File: config.mk
export PLATFORM = sky130hd
export DESIGN_NAME = pd_line_follow_steering_flat
export DESIGN_NICKNAME = d
export VERILOG_FILES = /design/src/rtl/core/pdlf_pkg.sv /design/src/rtl/core/pdlf_in_if.sv /design/src/rtl/core/pdlf_out_if.sv /design/src/rtl/core/pdlf_regs.sv /design/src/rtl/core/pdlf_mul.sv /design/src/rtl/core/pdlf_div.sv /design/src/rtl/core/pd_line_follow_steering.sv /design/src/flat_wrapper.sv
export SDC_FILE = /design/constraint.sdc
export NUM_CORES = 1
export LEC_CHECK = 0
export BUFFER_PORTS_ARGS = -buffer_cell sky130_fd_sc_hd__buf_2
export CORE_MARGIN = 2
export CORE_UTILIZATION = 43
export CTS_BUF_LIST = sky130_fd_sc_hd__clkbuf_4 sky130_fd_sc_hd__clkbuf_8
export CTS_CLUSTER_SIZE = 28
export DETAILED_ROUTE_END_ITERATION = 10
export PLACE_DENSITY_LB_ADDON = 0.05
export SETUP_SLACK_MARGIN = 0.5
export SYNTH_ARGS = -nofsm -noshare
export SYNTH_HDL_FRONTEND = slang
export SYNTH_SLANG_ARGS = --single-unit
File: constraint.sdc
create_clock -name clk -period 8.3 [get_ports clk]
set_input_delay 1.66 -clock clk [delete_from_list [all_inputs] [get_ports clk]]
set_output_delay 1.66 -clock clk [all_outputs]
set_load 0.005 [all_outputs]
File: src/rtl/core/pdlf_pkg.sv
// ----------------------------------------------------------------------------
// pdlf_pkg
// Types and constants shared by the line-follow steering block.
// ----------------------------------------------------------------------------
`default_nettype none

package pdlf_pkg;

  // Configuration port geometry
  localparam int ADDR_W = 5;
  localparam int DATA_W = 32;

  // Register indexes
  localparam logic [2:0] REG_LEFT_THR  = 3'd0;
  localparam logic [2:0] REG_RIGHT_THR = 3'd1;
  localparam logic [2:0] REG_BASE      = 3'd2;
  localparam logic [2:0] REG_KP        = 3'd3;
  localparam logic [2:0] REG_KD        = 3'd4;
  localparam logic [2:0] REG_DAMP      = 3'd5;

  // Reset values
  localparam logic [7:0]  RST_LEFT_THR  = 8'd10;
  localparam logic [7:0]  RST_RIGHT_THR = 8'd10;
  localparam logic [6:0]  RST_BASE      = 7'd80;
  localparam logic [15:0] RST_KP        = 16'd256;
  localparam logic [15:0] RST_KD        = 16'd51;
  localparam logic [8:0]  RST_DAMP      = 9'd51;

  // Datapath widths
  localparam int GAIN_W  = 16;
  localparam int ABSE_W  = 8;   // |left - right|
  localparam int ABSDE_W = 9;   // |change in error|
  localparam int TICK_W  = 16;
  localparam int PROP_W  = GAIN_W + ABSE_W;   // kp * |e|
  localparam int DERV_W  = GAIN_W + ABSDE_W;  // kd * |de|
  localparam int TERM_W  = PROP_W + TICK_W;   // kp * |e| * dt
  localparam int NUM_W   = TERM_W + 2;        // signed numerator with headroom
  localparam int QUO_W   = NUM_W - 9;         // magnitude over 256
  localparam int DAMP_W  = 9;
  localparam int STEER_W = 8;

  typedef struct packed {
    logic [7:0]        left_thr;
    logic [7:0]        right_thr;
    logic [6:0]        cruise_duty;
    logic [GAIN_W-1:0] kp;
    logic [GAIN_W-1:0] kd;
    logic [DAMP_W-1:0] damp_scale;
  } cfg_t;

  typedef enum logic [3:0] {
    ST_IDLE,
    ST_EVAL,
    ST_MUL1,
    ST_MUL2,
    ST_SUM,
    ST_MAG,
    ST_DIV,
    ST_SAT,
    ST_DAMP,
    ST_DUTY,
    ST_WRITE
  } state_t;

endpackage

`default_nettype wire

File: src/rtl/core/pdlf_in_if.sv
// ----------------------------------------------------------------------------
// pdlf_in_if
// Request channel carrying one pair of sensor samples and a tick stamp.
// ----------------------------------------------------------------------------
`default_nettype none

interface pdlf_in_if;
  logic        valid;
  logic        ready;
  logic [7:0]  left_sample;
  logic [7:0]  right_sample;
  logic [15:0] timestamp;

  modport source (output valid, output left_sample, output right_sample,
                  output timestamp, input ready);
  modport sink (input valid, input left_sample, input right_sample,
                input timestamp, output ready);
endinterface

`default_nettype wire

File: src/rtl/core/pdlf_out_if.sv
// ----------------------------------------------------------------------------
// pdlf_out_if
// Result channel carrying motor duties, steer value and direction.
// ----------------------------------------------------------------------------
`default_nettype none

interface pdlf_out_if;
  logic              valid;
  logic              ready;
  logic [6:0]        left_duty;
  logic [6:0]        right_duty;
  logic signed [7:0] steer_value;
  logic              turning_right;

  modport source (output valid, output left_duty, output right_duty,
                  output steer_value, output turning_right, input ready);
  modport sink (input valid, input left_duty, input right_duty,
                input steer_value, input turning_right, output ready);
endinterface

`default_nettype wire

File: src/rtl/core/pdlf_regs.sv
// ----------------------------------------------------------------------------
// pdlf_regs
// APB-style configuration registers for thresholds, speed and gains.
// ----------------------------------------------------------------------------
`default_nettype none

module pdlf_regs (
  input  wire logic                          clk,
  input  wire logic                          rst,
  input  wire logic                          psel,
  input  wire logic                          penable,
  input  wire logic                          pwrite,
  input  wire logic [pdlf_pkg::ADDR_W-1:0]   paddr,
  input  wire logic [pdlf_pkg::DATA_W-1:0]   pwdata,
  output logic      [pdlf_pkg::DATA_W-1:0]   prdata,
  output pdlf_pkg::cfg_t                     cfg
);

  logic       wr_en;
  logic [2:0] idx;

  assign wr_en = psel && penable && pwrite;
  assign idx   = paddr[4:2];

  always_ff @(posedge clk) begin
    if (rst) begin
      cfg.left_thr    <= pdlf_pkg::RST_LEFT_THR;
      cfg.right_thr   <= pdlf_pkg::RST_RIGHT_THR;
      cfg.cruise_duty <= pdlf_pkg::RST_BASE;
      cfg.kp          <= pdlf_pkg::RST_KP;
      cfg.kd          <= pdlf_pkg::RST_KD;
      cfg.damp_scale  <= pdlf_pkg::RST_DAMP;
    end else if (wr_en) begin
      case (idx)
        pdlf_pkg::REG_LEFT_THR:  cfg.left_thr    <= pwdata[7:0];
        pdlf_pkg::REG_RIGHT_THR: cfg.right_thr   <= pwdata[7:0];
        pdlf_pkg::REG_BASE:      cfg.cruise_duty <= pwdata[6:0];
        pdlf_pkg::REG_KP:        cfg.kp          <= pwdata[15:0];
        pdlf_pkg::REG_KD:        cfg.kd          <= pwdata[15:0];
        pdlf_pkg::REG_DAMP:      cfg.damp_scale  <= pwdata[8:0];
        default: ;
      endcase
    end
  end

  always_comb begin
    prdata = '0;
    case (idx)
      pdlf_pkg::REG_LEFT_THR:  prdata[7:0] = cfg.left_thr;
      pdlf_pkg::REG_RIGHT_THR: prdata[7:0] = cfg.right_thr;
      pdlf_pkg::REG_BASE:      prdata[6:0] = cfg.cruise_duty;
      pdlf_pkg::REG_KP:        prdata[15:0] = cfg.kp;
      pdlf_pkg::REG_KD:        prdata[15:0] = cfg.kd;
      pdlf_pkg::REG_DAMP:      prdata[8:0] = cfg.damp_scale;
      default:                 prdata = '0;
    endcase
  end

endmodule

`default_nettype wire

File: src/rtl/core/pdlf_mul.sv
// ----------------------------------------------------------------------------
// pdlf_mul
// Bit-serial shift-add multiplier, one multiplier bit per cycle.
// ----------------------------------------------------------------------------
`default_nettype none

module pdlf_mul #(
  parameter int AW = 16,
  parameter int BW = 8
) (
  input  wire logic             clk,
  input  wire logic             rst,
  input  wire logic             start,
  input  wire logic [AW-1:0]    a,
  input  wire logic [BW-1:0]    b,
  output logic                  busy,
  output logic [AW+BW-1:0]      product
);

  localparam int CW = $clog2(BW + 1);

  logic [AW-1:0] mcand;
  logic [AW-1:0] hi;
  logic [BW-1:0] lo;
  logic [CW-1:0] cnt;
  logic [AW:0]   sum;

  // add the multiplicand when the current multiplier bit is set
  assign sum     = {1'b0, hi} + (lo[0] ? {1'b0, mcand} : '0);
  assign product = {hi, lo};

  always_ff @(posedge clk) begin
    if (rst) begin
      busy <= 1'b0;
      cnt  <= '0;
    end else if (start) begin
      busy <= 1'b1;
      cnt  <= CW'(BW);
    end else if (busy) begin
      cnt <= cnt - 1'b1;
      if (cnt == CW'(1)) begin
        busy <= 1'b0;
      end
    end
  end

  always_ff @(posedge clk) begin
    if (start) begin
      mcand <= a;
      hi    <= '0;
      lo    <= b;
    end else if (busy) begin
      hi <= sum[AW:1];
      lo <= {sum[0], lo[BW-1:1]};
    end
  end

endmodule

`default_nettype wire

File: src/rtl/core/pdlf_div.sv
// ----------------------------------------------------------------------------
// pdlf_div
// Restoring divider, one quotient bit per cycle.
// ----------------------------------------------------------------------------
`default_nettype none

module pdlf_div #(
  parameter int NW = 33,
  parameter int DW = 16
) (
  input  wire logic          clk,
  input  wire logic          rst,
  input  wire logic          start,
  input  wire logic [NW-1:0] num,
  input  wire logic [DW-1:0] den,
  output logic               busy,
  output logic [NW-1:0]      quot
);

  localparam int CW = $clog2(NW + 1);

  logic [DW-1:0] divisor;
  logic [DW-1:0] rem;
  logic [NW-1:0] acc;
  logic [CW-1:0] cnt;
  logic [DW:0]   trial;
  logic [DW:0]   diff;
  logic          fits;

  // bring down the next dividend bit and try the subtraction
  assign trial = {rem, acc[NW-1]};
  assign fits  = trial >= {1'b0, divisor};
  assign diff  = trial - {1'b0, divisor};
  assign quot  = acc;

  always_ff @(posedge clk) begin
    if (rst) begin
      busy <= 1'b0;
      cnt  <= '0;
    end else if (start) begin
      busy <= 1'b1;
      cnt  <= CW'(NW);
    end else if (busy) begin
      cnt <= cnt - 1'b1;
      if (cnt == CW'(1)) begin
        busy <= 1'b0;
      end
    end
  end

  always_ff @(posedge clk) begin
    if (start) begin
      divisor <= den;
      rem     <= '0;
      acc     <= num;
    end else if (busy) begin
      rem <= fits ? diff[DW-1:0] : trial[DW-1:0];
      acc <= {acc[NW-2:0], fits};
    end
  end

endmodule

`default_nettype wire

File: src/rtl/core/pd_line_follow_steering.sv
// ----------------------------------------------------------------------------
// pd_line_follow_steering
// PD line follower with differential drive steering.
// ----------------------------------------------------------------------------
// Usage: each request on the sensor channel carries a left and a right sample
// and a tick stamp; one result per request leaves on the drive channel with
// both motor duties, the steer value of the last PD update and the turn
// direction. Thresholds, base speed, gains and damp scale sit in an APB-style
// register file; the user must write them only while the block is idle, and
// the block itself does not enforce this. One request is handled at a time.
// A request with only one or no side on the line goes from EVAL to WRITE.
// A PD update runs an 8-step and a 9-step serial multiply side by side for
// the two gain terms, a 16-step serial multiply by the elapsed ticks, a
// 33-step restoring divide by the elapsed ticks and an 8-step multiply for
// the outer wheel damping, with sequencing states between them. Once the
// result is loaded for output, the block goes idle for the next request.
// The finished result waits in an output register; a new request is taken
// while it waits, and the next result is held back until the receiver takes
// the previous one. Reset restores the register defaults and clears the
// remembered error, time, steer and direction.
// ----------------------------------------------------------------------------
`default_nettype none

module pd_line_follow_steering #(
  parameter int DUTY_MAX = 100
) (
  input  wire logic                        clk,
  input  wire logic                        rst,
  pdlf_in_if.sink                          sensor,
  pdlf_out_if.source                       drive,
  input  wire logic                        psel,
  input  wire logic                        penable,
  input  wire logic                        pwrite,
  input  wire logic [pdlf_pkg::ADDR_W-1:0] paddr,
  input  wire logic [pdlf_pkg::DATA_W-1:0] pwdata,
  output logic      [pdlf_pkg::DATA_W-1:0] prdata,
  output logic                             pready
);

  localparam logic [7:0] DMAX = 8'(DUTY_MAX);

  pdlf_pkg::cfg_t   cfg;
  pdlf_pkg::state_t state, state_next;

  // latched request
  logic [7:0]  ls;
  logic [7:0]  rs;
  logic [15:0] ts;

  // controller memory
  logic [8:0]  prev_error;
  logic [15:0] prev_time;
  logic        dir;
  logic [7:0]  last_steer;

  // working registers
  logic [8:0]  e_reg;
  logic        e_neg;
  logic        de_neg;
  logic [15:0] dt;
  logic [pdlf_pkg::NUM_W-1:0] num;
  logic        num_neg;
  logic [7:0]  abs_steer;
  logic [7:0]  res_ld;
  logic [7:0]  res_rd;

  // output register
  logic        out_valid;
  logic [6:0]  out_ld;
  logic [6:0]  out_rd;
  logic [7:0]  out_steer;
  logic        out_dir;

  // control strobes
  logic accept;
  logic start_pd;
  logic start_t;
  logic start_div;
  logic start_s;
  logic load_out;

  // unit interfaces
  logic                         busy_p, busy_d, busy_t, busy_s, busy_div;
  logic [pdlf_pkg::PROP_W-1:0]  prod_p;
  logic [pdlf_pkg::DERV_W-1:0]  prod_d;
  logic [pdlf_pkg::TERM_W-1:0]  prod_t;
  logic [16:0]                  prod_s;
  logic [pdlf_pkg::QUO_W-1:0]   quo;

  // evaluation terms
  logic        lon, ron;
  logic [8:0]  e_w;
  logic [9:0]  de_w;
  logic [7:0]  abs_e;
  logic [8:0]  abs_de;
  logic [15:0] dt_raw, dt_w;
  logic [pdlf_pkg::NUM_W-1:0] q_ext, b_ext, term_a, term_b, mag;
  logic [7:0]  steer_next, abs_steer_next;
  logic [9:0]  outer;
  logic [8:0]  inner;
  logic [7:0]  outer_c, inner_c;

  pdlf_regs u_regs (
    .clk     (clk),
    .rst     (rst),
    .psel    (psel),
    .penable (penable),
    .pwrite  (pwrite),
    .paddr   (paddr),
    .pwdata  (pwdata),
    .prdata  (prdata),
    .cfg     (cfg)
  );

  assign pready = 1'b1;

  assign lon    = ls >= cfg.left_thr;
  assign ron    = rs >= cfg.right_thr;
  assign e_w    = {1'b0, ls} - {1'b0, rs};
  assign de_w   = {e_w[8], e_w} - {prev_error[8], prev_error};
  assign abs_e  = e_w[8] ? 8'(9'd0 - e_w) : e_w[7:0];
  assign abs_de = de_w[9] ? 9'(10'd0 - de_w) : de_w[8:0];
  assign dt_raw = ts - prev_time;
  assign dt_w   = (dt_raw == 16'd0) ? 16'd1 : dt_raw;

  pdlf_mul #(.AW(pdlf_pkg::GAIN_W), .BW(pdlf_pkg::ABSE_W)) u_mul_p (
    .clk (clk), .rst (rst), .start (start_pd),
    .a (cfg.kp), .b (abs_e), .busy (busy_p), .product (prod_p)
  );

  pdlf_mul #(.AW(pdlf_pkg::GAIN_W), .BW(pdlf_pkg::ABSDE_W)) u_mul_d (
    .clk (clk), .rst (rst), .start (start_pd),
    .a (cfg.kd), .b (abs_de), .busy (busy_d), .product (prod_d)
  );

  pdlf_mul #(.AW(pdlf_pkg::PROP_W), .BW(pdlf_pkg::TICK_W)) u_mul_t (
    .clk (clk), .rst (rst), .start (start_t),
    .a (prod_p), .b (dt), .busy (busy_t), .product (prod_t)
  );

  // signed numerator and its magnitude
  assign q_ext  = {{(pdlf_pkg::NUM_W - pdlf_pkg::TERM_W){1'b0}}, prod_t};
  assign b_ext  = {{(pdlf_pkg::NUM_W - pdlf_pkg::DERV_W){1'b0}}, prod_d};
  assign term_a = e_neg ? ('0 - q_ext) : q_ext;
  assign term_b = de_neg ? ('0 - b_ext) : b_ext;
  assign mag    = num[pdlf_pkg::NUM_W-1] ? ('0 - num) : num;

  pdlf_div #(.NW(pdlf_pkg::QUO_W), .DW(pdlf_pkg::TICK_W)) u_div (
    .clk (clk), .rst (rst), .start (start_div),
    .num (mag[pdlf_pkg::NUM_W-2:8]), .den (dt),
    .busy (busy_div), .quot (quo)
  );

  // saturate to signed 8 bits
  always_comb begin
    if (!num_neg) begin
      steer_next = (|quo[pdlf_pkg::QUO_W-1:7]) ? 8'h7F : quo[7:0];
    end else if ((|quo[pdlf_pkg::QUO_W-1:8]) || (quo[7] && (|quo[6:0]))) begin
      steer_next = 8'h80;
    end else begin
      steer_next = 8'd0 - quo[7:0];
    end
  end

  assign abs_steer_next = steer_next[7] ? (8'd0 - steer_next) : steer_next;

  pdlf_mul #(.AW(pdlf_pkg::DAMP_W), .BW(pdlf_pkg::STEER_W)) u_mul_s (
    .clk (clk), .rst (rst), .start (start_s),
    .a (cfg.damp_scale), .b (abs_steer_next), .busy (busy_s), .product (prod_s)
  );

  // outer wheel gets the damped correction, inner wheel the full one
  assign outer   = {3'b0, cfg.cruise_duty} + {1'b0, prod_s[16:8]};
  assign inner   = {2'b0, cfg.cruise_duty} - {1'b0, abs_steer};
  assign outer_c = (outer > {2'b0, DMAX}) ? DMAX : outer[7:0];
  assign inner_c = inner[8] ? 8'd0 : ((inner[7:0] > DMAX) ? DMAX : inner[7:0]);

  always_ff @(posedge clk) begin
    if (rst) begin
      state <= pdlf_pkg::ST_IDLE;
    end else begin
      state <= state_next;
    end
  end

  always_comb begin
    state_next    = state;
    sensor.ready  = 1'b0;
    accept        = 1'b0;
    start_pd      = 1'b0;
    start_t       = 1'b0;
    start_div     = 1'b0;
    start_s       = 1'b0;
    load_out      = 1'b0;
    case (state)
      pdlf_pkg::ST_IDLE: begin
        sensor.ready = 1'b1;
        if (sensor.valid) begin
          accept     = 1'b1;
          state_next = pdlf_pkg::ST_EVAL;
        end
      end
      pdlf_pkg::ST_EVAL: begin
        if (lon && ron) begin
          start_pd   = 1'b1;
          state_next = pdlf_pkg::ST_MUL1;
        end else begin
          state_next = pdlf_pkg::ST_WRITE;
        end
      end
      pdlf_pkg::ST_MUL1: begin
        if (!busy_p && !busy_d) begin
          start_t    = 1'b1;
          state_next = pdlf_pkg::ST_MUL2;
        end
      end
      pdlf_pkg::ST_MUL2: begin
        if (!busy_t) begin
          state_next = pdlf_pkg::ST_SUM;
        end
      end
      pdlf_pkg::ST_SUM: state_next = pdlf_pkg::ST_MAG;
      pdlf_pkg::ST_MAG: begin
        start_div  = 1'b1;
        state_next = pdlf_pkg::ST_DIV;
      end
      pdlf_pkg::ST_DIV: begin
        if (!busy_div) begin
          state_next = pdlf_pkg::ST_SAT;
        end
      end
      pdlf_pkg::ST_SAT: begin
        start_s    = 1'b1;
        state_next = pdlf_pkg::ST_DAMP;
      end
      pdlf_pkg::ST_DAMP: begin
        if (!busy_s) begin
          state_next = pdlf_pkg::ST_DUTY;
        end
      end
      pdlf_pkg::ST_DUTY: state_next = pdlf_pkg::ST_WRITE;
      pdlf_pkg::ST_WRITE: begin
        // hold until the output register is free
        if (!out_valid || drive.ready) begin
          load_out   = 1'b1;
          state_next = pdlf_pkg::ST_IDLE;
        end
      end
      default: state_next = pdlf_pkg::ST_IDLE;
    endcase
  end

  // controller memory
  always_ff @(posedge clk) begin
    if (rst) begin
      prev_error <= '0;
      prev_time  <= '0;
      dir        <= 1'b0;
      last_steer <= '0;
    end else begin
      if (state == pdlf_pkg::ST_EVAL && !(lon && ron)) begin
        if (lon) begin
          dir <= 1'b1;
        end else if (ron) begin
          dir <= 1'b0;
        end
      end
      if (state == pdlf_pkg::ST_SAT) begin
        prev_error <= e_reg;
        prev_time  <= ts;
        last_steer <= steer_next;
        dir        <= !steer_next[7] && (|steer_next);
      end
    end
  end

  // datapath registers
  always_ff @(posedge clk) begin
    if (accept) begin
      ls <= sensor.left_sample;
      rs <= sensor.right_sample;
      ts <= sensor.timestamp;
    end
    if (state == pdlf_pkg::ST_EVAL) begin
      e_reg  <= e_w;
      e_neg  <= e_w[8];
      de_neg <= de_w[9];
      dt     <= dt_w;
      // hard turn toward the line
      if (lon && !ron) begin
        res_ld <= 8'd0;
        res_rd <= DMAX;
      end else if (ron && !lon) begin
        res_ld <= DMAX;
        res_rd <= 8'd0;
      end else if (dir) begin
        res_ld <= 8'd0;
        res_rd <= DMAX;
      end else begin
        res_ld <= DMAX;
        res_rd <= 8'd0;
      end
    end
    if (state == pdlf_pkg::ST_SUM) begin
      num <= term_a + term_b;
    end
    if (state == pdlf_pkg::ST_MAG) begin
      num_neg <= num[pdlf_pkg::NUM_W-1];
    end
    if (state == pdlf_pkg::ST_SAT) begin
      abs_steer <= abs_steer_next;
    end
    if (state == pdlf_pkg::ST_DUTY) begin
      if (dir) begin
        res_ld <= inner_c;
        res_rd <= outer_c;
      end else begin
        res_ld <= outer_c;
        res_rd <= inner_c;
      end
    end
  end

  // output register
  always_ff @(posedge clk) begin
    if (rst) begin
      out_valid <= 1'b0;
    end else if (load_out) begin
      out_valid <= 1'b1;
    end else if (drive.ready) begin
      out_valid <= 1'b0;
    end
  end

  always_ff @(posedge clk) begin
    if (load_out) begin
      out_ld    <= res_ld[6:0];
      out_rd    <= res_rd[6:0];
      out_steer <= last_steer;
      out_dir   <= dir;
    end
  end

  assign drive.valid         = out_valid;
  assign drive.left_duty     = out_ld;
  assign drive.right_duty    = out_rd;
  assign drive.steer_value   = $signed(out_steer);
  assign drive.turning_right = out_dir;

endmodule

`default_nettype wire

File: src/flat_wrapper.sv
// flat-port wrapper written by rule: the top's interface ports become plain ports
module pd_line_follow_steering_flat 
#(
  parameter int DUTY_MAX = 100
)
  (clk, rst, psel, penable, pwrite, paddr, pwdata, prdata, pready, sensor_valid, sensor_left_sample, sensor_right_sample, sensor_timestamp, sensor_ready, drive_valid, drive_left_duty, drive_right_duty, drive_steer_value, drive_turning_right, drive_ready);
  pdlf_in_if sensor_i ();
  pdlf_out_if drive_i ();
  input  wire logic clk;
  input  wire logic rst;
  input  wire logic psel;
  input  wire logic penable;
  input  wire logic pwrite;
  input  wire logic [pdlf_pkg::ADDR_W-1:0] paddr;
  input  wire logic [pdlf_pkg::DATA_W-1:0] pwdata;
  output logic      [pdlf_pkg::DATA_W-1:0] prdata;
  output logic pready;
  input wire logic [$bits(sensor_i.valid)-1:0] sensor_valid;
  input wire logic [$bits(sensor_i.left_sample)-1:0] sensor_left_sample;
  input wire logic [$bits(sensor_i.right_sample)-1:0] sensor_right_sample;
  input wire logic [$bits(sensor_i.timestamp)-1:0] sensor_timestamp;
  output wire logic [$bits(sensor_i.ready)-1:0] sensor_ready;
  output wire logic [$bits(drive_i.valid)-1:0] drive_valid;
  output wire logic [$bits(drive_i.left_duty)-1:0] drive_left_duty;
  output wire logic [$bits(drive_i.right_duty)-1:0] drive_right_duty;
  output wire logic [$bits(drive_i.steer_value)-1:0] drive_steer_value;
  output wire logic [$bits(drive_i.turning_right)-1:0] drive_turning_right;
  input wire logic [$bits(drive_i.ready)-1:0] drive_ready;
  assign sensor_i.valid = sensor_valid;
  assign sensor_i.left_sample = sensor_left_sample;
  assign sensor_i.right_sample = sensor_right_sample;
  assign sensor_i.timestamp = sensor_timestamp;
  assign sensor_ready = sensor_i.ready;
  assign drive_valid = drive_i.valid;
  assign drive_left_duty = drive_i.left_duty;
  assign drive_right_duty = drive_i.right_duty;
  assign drive_steer_value = drive_i.steer_value;
  assign drive_turning_right = drive_i.turning_right;
  assign drive_i.ready = drive_ready;
  pd_line_follow_steering #(.DUTY_MAX(DUTY_MAX)) u_core (.clk(clk), .rst(rst), .sensor(sensor_i), .drive(drive_i), .psel(psel), .penable(penable), .pwrite(pwrite), .paddr(paddr), .pwdata(pwdata), .prdata(prdata), .pready(pready));
endmodule
After elaboration in Yosys (flattened, before gate mapping)

Index checks and enable logic that the tools add are counted.
Widths: inputs -> output; s select.

Add/subtract/negate cells: 23
Multiply operators: 0
Div/mod/pow operators: 0
Order comparisons: 5
Equality and inequality tests: 26
Shifts and indexed selects: 0
Multiplexer cells: 93
Bitwise operators: 0
Reduce and logical (&&, ||, !) cells: 46

Operator list:

| operator              | count |
|---|---|
| $mux 7                | 15 |
| $mux 42               | 2 |
| $mux 16               | 5 |
| $mux 8                | 9 |
| $mux 33               | 2 |
| $mux 4                | 13 |
| $pmux 4 s11           | 1 |
| $add 42x42->42        | 1 |
| $pmux 7 s6            | 1 |
| $mux 41               | 1 |
| $sub 1x40->41 const A | 1 |
| $sub 1x41->41 const A | 1 |
| $mux 9                | 4 |
| $add 16x17->17        | 2 |
| $mux 1                | 32 |
| $sub 16x16->16        | 2 |
| $reduce_or 26->1      | 1 |
| $sub 1x25->26 const A | 1 |
| $add 24x25->25        | 1 |
| $reduce_or 25->1      | 1 |
| $mux 24               | 1 |
| $sub 1x8->8 const A   | 3 |
| $ge 17x16->1          | 1 |
| $eq 4x1->1 const B    | 4 |
| other kinds (40)      | 88 |

Register bits: 514
Bits in latches: 0
Memory bits (writable): 0
ROM bits: 0
Bits of input ports: 76
Output and inout bits: 58
Word-level logic and storage cells: 251
Memories: 0

Longest topological paths before layout

Gate-level depths: netlist (run 1).

Depth after elaboration: 8
Gate-level depth with buffers: 19
Gate-level depth less buffers: 18

Cells and area by module

From an unflattened synthesis (run 1), not the netlist that was laid out.

Cell total of the unflattened synthesis: 3104
Area, all modules: 30748.2 um2

Modules (own cells, without submodules):

| module                     | times used | cells each | area an instance (um2) | seq. area each (um2) |
|---|---|---|---|---|
| pd_line_follow_steering    | 1          | 1420       | 13252.7                | 5165.0 |
| pdlf_div                   | 1          | 375        | 4087.7                 | 1931.9 |
| pdlf_mul at u_core.u_mul_t | 1          | 333        | 3697.3                 | 1801.7 |
| pdlf_regs                  | 1          | 360        | 3149.3                 | 1281.2 |
| pdlf_mul at u_core.u_mul_d | 1          | 240        | 2541.2                 | 1171.1 |
| pdlf_mul at u_core.u_mul_p | 1          | 246        | 2491.1                 | 1141.1 |
| pdlf_mul at u_core.u_mul_s | 1          | 130        | 1529.0                 | 790.8 |

Least setup slack after synthesis (run 1)

OpenSTA, ideal clock, no wires.

Path kind: reg-to-reg
Start point: register u_core.u_mul_d.lo[7]
End point: register u_core.num[38] in the netlist's numbering, data pin
Setup time: 0.269 ns
Arrival: 4.582 ns
Required time: 8.031 ns
Path slack: 3.449 ns
Cell stages (with the launch flop): 17
Buffers on the path: 1
Period minus slack after synthesis: 4.851 ns
Cell sequence: edfxtp_1 or4_1 or3_1 or2_2 or4_1 nand2b_1 o21a_1 ha_1 clkbuf_1 a21o_1 a21o_1 a21o_1 a21o_1 a221oi_1 o41a_1 o31ai_1 xor2_1

Cells in the longest elaborated chain, start to end: 3

RTL lines:

| item                   | RTL line                       | text |
|---|---|---|
| from (decl)            | pdlf_mul.sv:24                 | `logic [BW-1:0] lo;` |
| from (signal assigned) | pdlf_mul.sv:54                 | `lo <= {sum[0], lo[BW-1:1]};` |
| $sub 1x25->26          | pd_line_follow_steering.sv:145 | `assign term_b = de_neg ? ('0 - b_ext) : b_ext;` |
| $mux 42 *              | pd_line_follow_steering.sv:145 |  |
| $add 42x42->42 *       | pd_line_follow_steering.sv:305 | `num <= term_a + term_b;` |
| to (signal assigned)   | pd_line_follow_steering.sv:305 |  |
| to (decl)              | pd_line_follow_steering.sv:61  | `logic [pdlf_pkg::NUM_W-1:0] num;` |

Every way passes the cells marked *; elsewhere a longest branch is shown, timed or not.
A chain may end at the register's enable or synchronous reset.

Worst setup path after layout (run 1)

Start point: register u_core.u_mul_d.lo[0]
End point: register u_core.num[41] in the netlist's numbering, data pin

Same word-level chain as after synthesis.

==> results of run 1 <==
[power by group]
group / switching (uW) / total, uW / internal (uW) / leakage, uW
clock network: 1080 / 2390 / 1310 / 0.00101
registers: 387 / 3620 / 3230 / 0.00446
logic: 2340 / 4110 / 1770 / 0.00769
[per-layer routing]
layer / up-vias / GRT usage, % / part of all wire (%)
li1: 11330 / - / -
met1: 10685 / 28.1 / 46
met2: 448 / 34.1 / 47
met3: 98 / 3.03 / 4.6
met4: 0 / 6.15 / 2.0
met5: - / 0 / 0
[cells by family (layout without fill, tap and decap cells)]
family | Yosys count | in the layout
fa+ha+maj | 212 | 212
xor+xnor | 249 | 249
compound gates | 732 | 732
buf+inv | 297 | 464
simple gates | 1007 | 1007
other cells | 2 | 18
mux | 98 | 98
flops | 513 | 513
[cell type report]
type / count / area share [%]
tap: 931 / 3.52
inverter: 171 / 1.94
timing repair buffer: 120 / 1.99
sequential: 513 / 40.2
clock buffer: 140 / 5.11
antenna: 1 / 0.00757
multi-input combinational: 2315 / 46.7
clock inverter: 33 / 0.568
[cell usage in the layout, fill, tap and decap left out, types with 45 or more instances in the layout]
| cell | Yosys | routed |
|---|---|---|
| a21oi_1 | 219 | 219 |
| xnor2_1 | 153 | 153 |
| nor2_1 | 230 | 230 |
| buf_2 | 0 | 97 |
| ha_1 | 200 | 200 |
| inv_1 | 167 | 166 |
| nand2_1 | 375 | 374 |
| nor3_1 | 60 | 59 |
| dfxtp_1 | 212 | 212 |
| a21o_1 | 70 | 70 |
| o21ai_0 | 176 | 176 |
| mux2i_1 | 84 | 84 |
| xor2_1 | 96 | 96 |
| nand2b_1 | 45 | 45 |
| edfxtp_1 | 301 | 301 |
| and2_1 | 70 | 70 |
| clkbuf_8 | 0 | 102 |
[Yosys cell counts (5+ instances only)]
master | n | area [um2]
a2111oi_0 | 14 | 123
a211o_1 | 11 | 96.3
a211oi_1 | 24 | 180
a21boi_0 | 6 | 45.0
a21o_1 | 70 | 526
a21oi_1 | 219 | 1100
a22o_1 | 13 | 114
a31oi_1 | 19 | 119
and2_1 | 70 | 438
and3_1 | 12 | 75.1
buf_1 | 16 | 60.1
buf_4 | 17 | 128
clkbuf_1 | 92 | 345
dfxtp_1 | 212 | 4240
edfxtp_1 | 301 | 9040
fa_1 | 11 | 220
ha_1 | 200 | 2500
inv_1 | 167 | 627
mux2_2 | 11 | 124
mux2i_1 | 84 | 841
nand2_1 | 375 | 1410
nand2b_1 | 45 | 282
nand3_1 | 37 | 185
nand3b_1 | 11 | 82.6
nand4_1 | 15 | 93.8
nor2_1 | 230 | 863
nor2b_1 | 37 | 231
nor3_1 | 60 | 300
nor4_1 | 24 | 150
nor4b_1 | 5 | 43.8
o211ai_1 | 11 | 82.6
o21a_1 | 31 | 233
o21ai_0 | 176 | 881
o21bai_1 | 20 | 150
o22ai_1 | 14 | 87.6
o311ai_0 | 5 | 43.8
o31ai_1 | 34 | 255
o41ai_1 | 18 | 158
or2_2 | 14 | 87.6
or3_1 | 29 | 181
or3_2 | 5 | 37.5
or4_1 | 17 | 128
xnor2_1 | 153 | 1340
xor2_1 | 96 | 841
[worst max-delay path: cells and delay by family, from the launching register on]
kind,cells,cell delay (ps)
compound gates,5,1540
fa+ha+maj,1,530
buf+inv,1,190
flops,1,670
simple gates,7,2290
[per-stage QoR]
step	area, um2	util [%]	hold slack, ps	worst slack, ps	cells
floorplan	29900	-	400	3450	3125
global placement	31200	45.5	412	2830	4050
detailed placement	31200	45.5	407	2800	4050
CTS	33100	48.2	419	2710	4223
global route	33100	48.2	426	2260	4224
finish	33100	48.2	421	2760	4224
[path summary, 6_finish.rpt]
kind / to / slack [ps]
worst min register to register: u_core.drive.right_duty[6] / 420
worst max-delay path: u_core.num[41] / 2760
worst min-delay path: u_core.drive.right_duty[6] / 420
worst max register to register: u_core.num[41] / 2760
==> results.cfg, run 1 <==
[synthesis]
syn_inst = 3110
syn-mean-instance-area_um2 = 9.59
synth_cell_types = 84
synth-edff-count = 301
synthSimpleGateAreaFrac_pct = 16.1
synth_top_family_by_area = simple AND/OR/NAND/NOR gates
yosysWarnings = 0
synth-compound-area-share_pct = 15.5
synth.area.mux_share_pct = 3.46
synthesis.area_mm2 = 0.0298
synth_xor_area_share_pct = 7.31
synth-seq-area-share_pct = 44.5
synth_adder_area_share_pct = 9.16
async_reset_ff_share_pct = 0
ys_seq_elements = 513
synth_ff_type = edfxtp_1

[floorplanning]
pin_count = 134
num_rows = 96
core_area_mm2 = 0.0686
fp.dieH_um = 267
design.die.area_mm2 = 0.0715
initial_utilization_pct = 43.5
die-width_um = 267

[drt]
firstDrtPassIters = 6
wl_per_cell_um = 17.5
drt_iter0_markers = 1243
viasPerCell = 5.34
ant_nets = 0
via_count = 22561
drc = 0
wl_um = 73800

[critical_path]
cp_slowest_cell = edfxtp_1
worstSetupEndpointType = register
slowest_delay_ps = 670
cp-startpoint = u_core.u_mul_d.lo[0]
rr_worst_depth = 14
cp.arrival_ps = 5920
worstSetupPathType = reg -> reg
crit_chain = inv_1 > nand3_1 > or3_1 > or2_2 > or4_1 > nand2b_1 > o21a_1 > ha_1 > nand3_1 > or4_1 > a211oi_1 > o311ai_0 > a21oi_1 > o22ai_1
start_kind = register
required_ps = 8690
crit_fanout = 19
worstReg2RegStart = u_core.u_mul_d.lo[0]

[timing]
max-slew-margin-rel_pct = 21.0
final.setup.tns_ps = 0
period_share_pct = 66.7
skew_ps = 58.6
fin_crit_ps = 5540
rsz0062_at_grt = false
final-hold-violation-count = 0
slew_viol_final = 0
fmax_mhz = 181
worst_pin_slew_ps = 1180
setup_violations = 0

[power_and_ir_drop]
powerDensity_mw_per_mm2 = 306
worst_ir_drop_vdd_uv = 120
p_leak_uw = 0.0132
total_power_uw = 10100

[layout]
drive_gt1_share_pct = 10.2
fill_cells = 6539
multi_input_area_mm2 = 0.0154
regMostFlops = u_core.u_regs.cfg
syn_to_final_growth_pct = 10.8
final_nets = 3500
regArea_mm2 = 0.0133
largest_register_ffs = 64

[clocking]
cts_tree = built
cts_resized = 0
root_buffer = clkbuf_8
cts.reportedPaths.clkPinSlew_ps = 60
clk_latency_ps = 700
clock-sinks = 513
clockBufferDepth = 3
htreeDepth = 3
postCtsSetupRepairBufs = 0
cts_buffers = 92
postCtsHoldBufs = 0

[run_status]
status = complete, no violations

[placement]
finalWeightedCongestion = 0.872
place_hpwl_um = 54900
port-buffer-count = 98

[global_route]
grt_pass1_wl_um = 118000
grt_pass1_vias = 21825
grt_max_degree = 81
grtUsageTotal_pct = 20.7
grt-ovfl-total = 0
antenna_found_initial = 3

[hold_path]
hold_class = reg -> reg
min_path_cells = 0
hp-start = u_core.res_rd[6]

[run]
maxCapViolCount = 0
No activity file was read; power rests on OpenSTA's default activity.
==> run 2: changes to the inputs <==
==> constraint.sdc (replaced) <==
create_clock -name clk -period 5.1 [get_ports clk]
set_input_delay 1.02 -clock clk [delete_from_list [all_inputs] [get_ports clk]]
set_output_delay 1.02 -clock clk [all_outputs]
set_load 0.005 [all_outputs]
==> results.cfg, run 2 (same netlist as run 1, synthesis figures left out) <==
[clocking]
cts_tree = built
clock-sinks = 513
cts.reportedPaths.clkPinSlew_ps = 60
htreeDepth = 3
root_buffer = clkbuf_8
clk_latency_ps = 680
cts_buffers = 93
postCtsHoldBufs = 0
clockBufferDepth = 3

[power_and_ir_drop]
worst_ir_drop_vdd_uv = 276
p_leak_uw = 0.0136
powerDensity_mw_per_mm2 = 508

[layout]
mostFrequentLayoutCells = nand2_1 (374), edfxtp_1 (301), nor2_1 (229)
final_nets = 3549
largest_register_ffs = 64
drive_gt1_share_pct = 12.9
syn_to_final_growth_pct = 13.6
final_common_cell = nand2_1
regMostFlops = u_core.u_regs.cfg

[global_route]
use_met1_pct = 29.0
grt_max_degree = 74
grt_pass1_wl_um = 120000
grt-busiest-layer = met2
gr-usage-met3_pct = 2.97
grt_pass1_vias = 22321
grtUsageTotal_pct = 21.1
grt_use_met2_pct = 35.1
grt-ovfl-total = 0
antenna_found_initial = 1

[drt]
firstDrtPassIters = 5
ant_nets = 0
wl_per_cell_um = 17.9
via_count = 22773
drc = 0
drt_iter0_markers = 1243
viasPerCell = 5.33
wl_um = 76300

[floorplanning]
design.die.area_mm2 = 0.0715
num_rows = 96
die-width_um = 267
initial_utilization_pct = 43.5
fp.dieH_um = 267
core_area_mm2 = 0.0686
pin_count = 134

[hold_path]
min_to = u_core.drive.right_duty[1]
min_path_cells = 0
hold_class = reg -> reg
hp-start = u_core.res_rd[1]

[timing]
fmax_mhz = 214
fin_ws_ps = 417
slew_viol_final = 0
rsz0062_at_grt = true
max-slew-margin-rel_pct = 22.1
period_share_pct = 91.8
hold-worst-slack_ps = 421
worst_pin_slew_ps = 1170
fin_crit_ps = 4680
final.setup.tns_ps = 0
setup_violations = 0
skew_ps = 55.2
final-hold-violation-count = 0

[critical_path]
required_ps = 5480
timing.reg2reg.setup_slack_ps = 420
worstReg2RegStart = u_core.u_mul_t.lo[14]
worstSetupEndpointType = register
cp-startpoint = u_core.u_mul_t.lo[14]
start_kind = register
cp.arrival_ps = 5070
r2r_end = u_core.num[40]
crit_fanout = 3
worstSetupPathType = reg -> reg
rr_worst_depth = 16

[run]
maxCapViolCount = 0

[placement]
port-buffer-count = 98
finalWeightedCongestion = 0.864
dp_slack_ps = 132
place_hpwl_um = 56800

[run_status]
status = complete, no violations
[run 2: power breakdown]
| group | switching, uW | total (uW) | internal [uW] | leakage (uW) |
|---|---|---|---|---|
| clock | 1790 | 4230 | 2440 | 0.00109 |
| sequential | 625 | 5880 | 5250 | 0.00446 |
| combinational | 3980 | 7130 | 3150 | 0.00800 |
| total | 6390 | 17200 | 10800 | 0.0136 |
[run 2: how the worst max path moves through the flow]
stage | to | cells after the start | slack [ps]
floorplan | u_core.num[38] | 17 | 510
global route | u_core.num[40] | 18 | 210
global placement | u_core.num[41] | 14 | 220
finish | u_core.num[40] | 16 | 420
detailed placement | u_core.num[41] | 13 | 130
CTS | u_core.num[40] | 16 | 400
[run 2: cell type report]
class	count	area, um2
flip-flops and latches	513	13300
clock buffers	137	1730
well taps	931	1160
inverters	171	642
clock inverters	35	315
diodes	2	5.00
multi-input cells	2315	15700
repair buffers	168	1020
fillers	6473	34700
[run 2: per-stage QoR]
step	area (um2)	utilization (%)	power (uW)	instances
after floorplan	30000	-	11100	3125
after global placement	31400	45.8	12700	4069
after detailed placement	31400	45.8	12800	4069
after CTS	33800	49.2	17300	4265
after global routing	33900	49.4	18500	4272
final	33900	49.4	17200	4272
[run 2: routing by layer]
metal	share of wire, %	up-vias
met5	0	-
met4	1.8	0
met3	3.5	95
met2	47	380
met1	48	10884
li1	-	11414
[run 2: worst max-delay path, stage by stage, from the launching register on]
cell and delay [ps]:
edfxtp_1 390, or3_4 400, or2_1 220, or3_4 330
or3_4 370, or3_4 410, nand3b_4 170, or4_4 480
o41ai_4 230, xnor2_1 130, ha_1 330, a21oi_2 150
nand2_1 80, or4b_4 480, o21ai_2 70, a21o_1 110
xnor2_1 60
[run 2: timing repair]
action	CTS	global route
pin swaps	21	13
setup buffers	24	5
endpoints found under the setup margin	11	13
gates cloned	0	0
gates resized for setup	27	23
==> run 3: changes to the inputs <==
--- a/config.mk
+++ b/config.mk
@@ -6,7 +6,7 @@
 export NUM_CORES = 1
 export LEC_CHECK = 0
 export BUFFER_PORTS_ARGS = -buffer_cell sky130_fd_sc_hd__buf_2
-export CORE_MARGIN = 2
+export CORE_MARGIN = 8
 export CORE_UTILIZATION = 43
 export CTS_BUF_LIST = sky130_fd_sc_hd__clkbuf_4 sky130_fd_sc_hd__clkbuf_8
 export CTS_CLUSTER_SIZE = 28
==> results.cfg, run 3 (same netlist as run 1, synthesis figures left out) <==
[timing]
fin_crit_ps = 4630
hold-worst-slack_ps = 421
max-slew-margin-rel_pct = 24.2
setup_violations = 0
skew_ps = 27.9
final.setup.tns_ps = 0
rsz0062_at_grt = true
period_share_pct = 90.8
worst_pin_slew_ps = 1130
slew_viol_final = 0
final-hold-violation-count = 0
fmax_mhz = 216

[drt]
via_count = 22921
drc = 0
wl_per_cell_um = 17.9
wl_um = 76800
drt_iter0_markers = 1387
viasPerCell = 5.35
firstDrtPassIters = 8
ant_nets = 0

[power_and_ir_drop]
p_leak_uw = 0.0135
worst_ir_drop_vdd_uv = 230
powerDensity_mw_per_mm2 = 507

[clocking]
clockBufferDepth = 3
cts.reportedPaths.clkPinSlew_ps = 60
htreeDepth = 3
root_buffer = clkbuf_8
cts_buffers = 96
clk_latency_ps = 680
clock-sinks = 513
cts_tree = built

[placement]
place_hpwl_um = 57400
finalWeightedCongestion = 0.886
postPlaceCellArea_mm2 = 0.0314
port-buffer-count = 98

[layout]
syn_to_final_growth_pct = 13.7
postLayoutCellArea_mm2 = 0.0339
final_common_cell = nand2_1
drive_gt1_share_pct = 13.1
final_nets = 3558
fill_cells = 6516
mostFrequentLayoutCells = nand2_1 (372), edfxtp_1 (301), nor2_1 (229)
regMostFlops = u_core.u_regs.cfg
largest_register_ffs = 64

[global_route]
grt_max_degree = 71
antenna_found_initial = 2
grtUsageTotal_pct = 19.3
grt_pass1_vias = 22477
grt_pass1_wl_um = 122000
grt-ovfl-total = 0

[floorplanning]
fp.dieH_um = 279
num_rows = 96
die-width_um = 279
initial_utilization_pct = 43.4
design.die.area_mm2 = 0.0781
core_area_mm2 = 0.0687
pin_count = 134

[critical_path]
crit_chain = or4_4 > or3_4 > or2_4 > or4_4 > nand2b_4 > o21a_4 > ha_4 > buf_4 > nand3_4 > or4_4 > a211oi_4 > buf_4 > o211ai_1 > nand2b_1 > xor2_1
slowest_delay_ps = 550
worstSetupPathType = reg -> reg
start_kind = register
cp_slowest_cell = or4_4
crit_top_cell = or4_4
required_ps = 5500
rr_worst_depth = 15
worstSetupEndpointType = register
cp.arrival_ps = 5030
crit_fanout = 7

[hold_path]
min_path_cells = 0
hold_class = reg -> reg

[run]
maxCapViolCount = 0

[run_status]
status = complete, no violations
==> run 3: where the power goes <==
part | leakage (uW) | switching [uW] | internal, uW
sequential | 0.00446 | 617 | 5250
combinational | 0.00801 | 4000 | 3210
clock | 0.00106 | 1790 | 2340
==> run 3: worst max-delay path: cells and delay by family, from the launching register on <==
family | cells | cell delay, ps
AND/OR/NAND/NOR | 8 | 2670
XOR/XNOR | 1 | 70
buffers and inverters | 2 | 280
flip-flops | 1 | 390
AO/OA/AOI/OAI | 3 | 670
adder cells (fa/ha/maj) | 1 | 280
==> run 3: per-stage QoR <==
| step | power (uW) | cells | worst slack (ps) | util, % |
|---|---|---|---|---|
| finish | 17200 | 4288 | 467 | 49.4 |
| detailed placement | 12800 | 4075 | 149 | 45.8 |
| global placement | 12700 | 4075 | 176 | 45.8 |
| CTS | 17100 | 4275 | 412 | 48.9 |
| global route | 18500 | 4287 | 291 | 49.4 |
| floorplan | 11100 | 3125 | 509 | - |
==> run 3: cell type report <==
class | count | area [um2] | area share (%)
Sequential cell | 513 | 13300 | 39.2
Timing Repair Buffer | 174 | 1070 | 3.15
Clock buffer | 137 | 1680 | 4.95
Antenna cell | 3 | 7.51 | 0.0221
Clock inverter | 44 | 337 | 0.992
Tap cell | 931 | 1160 | 3.43
Inverter | 171 | 642 | 1.89
Multi-Input combinational cell | 2315 | 15700 | 46.4
==> run 3: path summary, 6_finish.rpt <==
kind	from	slack [ps]	endpoint
hold reg to reg	u_core.res_ld[3]	420	u_core.drive.left_duty[3]
hold / removal	u_core.res_ld[3]	420	u_core.drive.left_duty[3]
setup reg to reg	u_core.u_mul_d.lo[5]	470	u_core.num[35]
setup / recovery	u_core.u_mul_d.lo[5]	470	u_core.num[35]
==> run 3: repair_timing <==
item,CTS,global route
hold endpoints to repair,0,0
pin swaps,10,27
setup endpoints to repair,11,14
resized for setup,10,45
setup buffers,19,10
hold buffers,0,0
==> run 3: per-layer routing <==
metal	share of wire (%)	GRT usage, %
met5	0	0
met4	3.3	7.21
met3	4.3	3.49
met2	46	31.1
met1	46	25.7
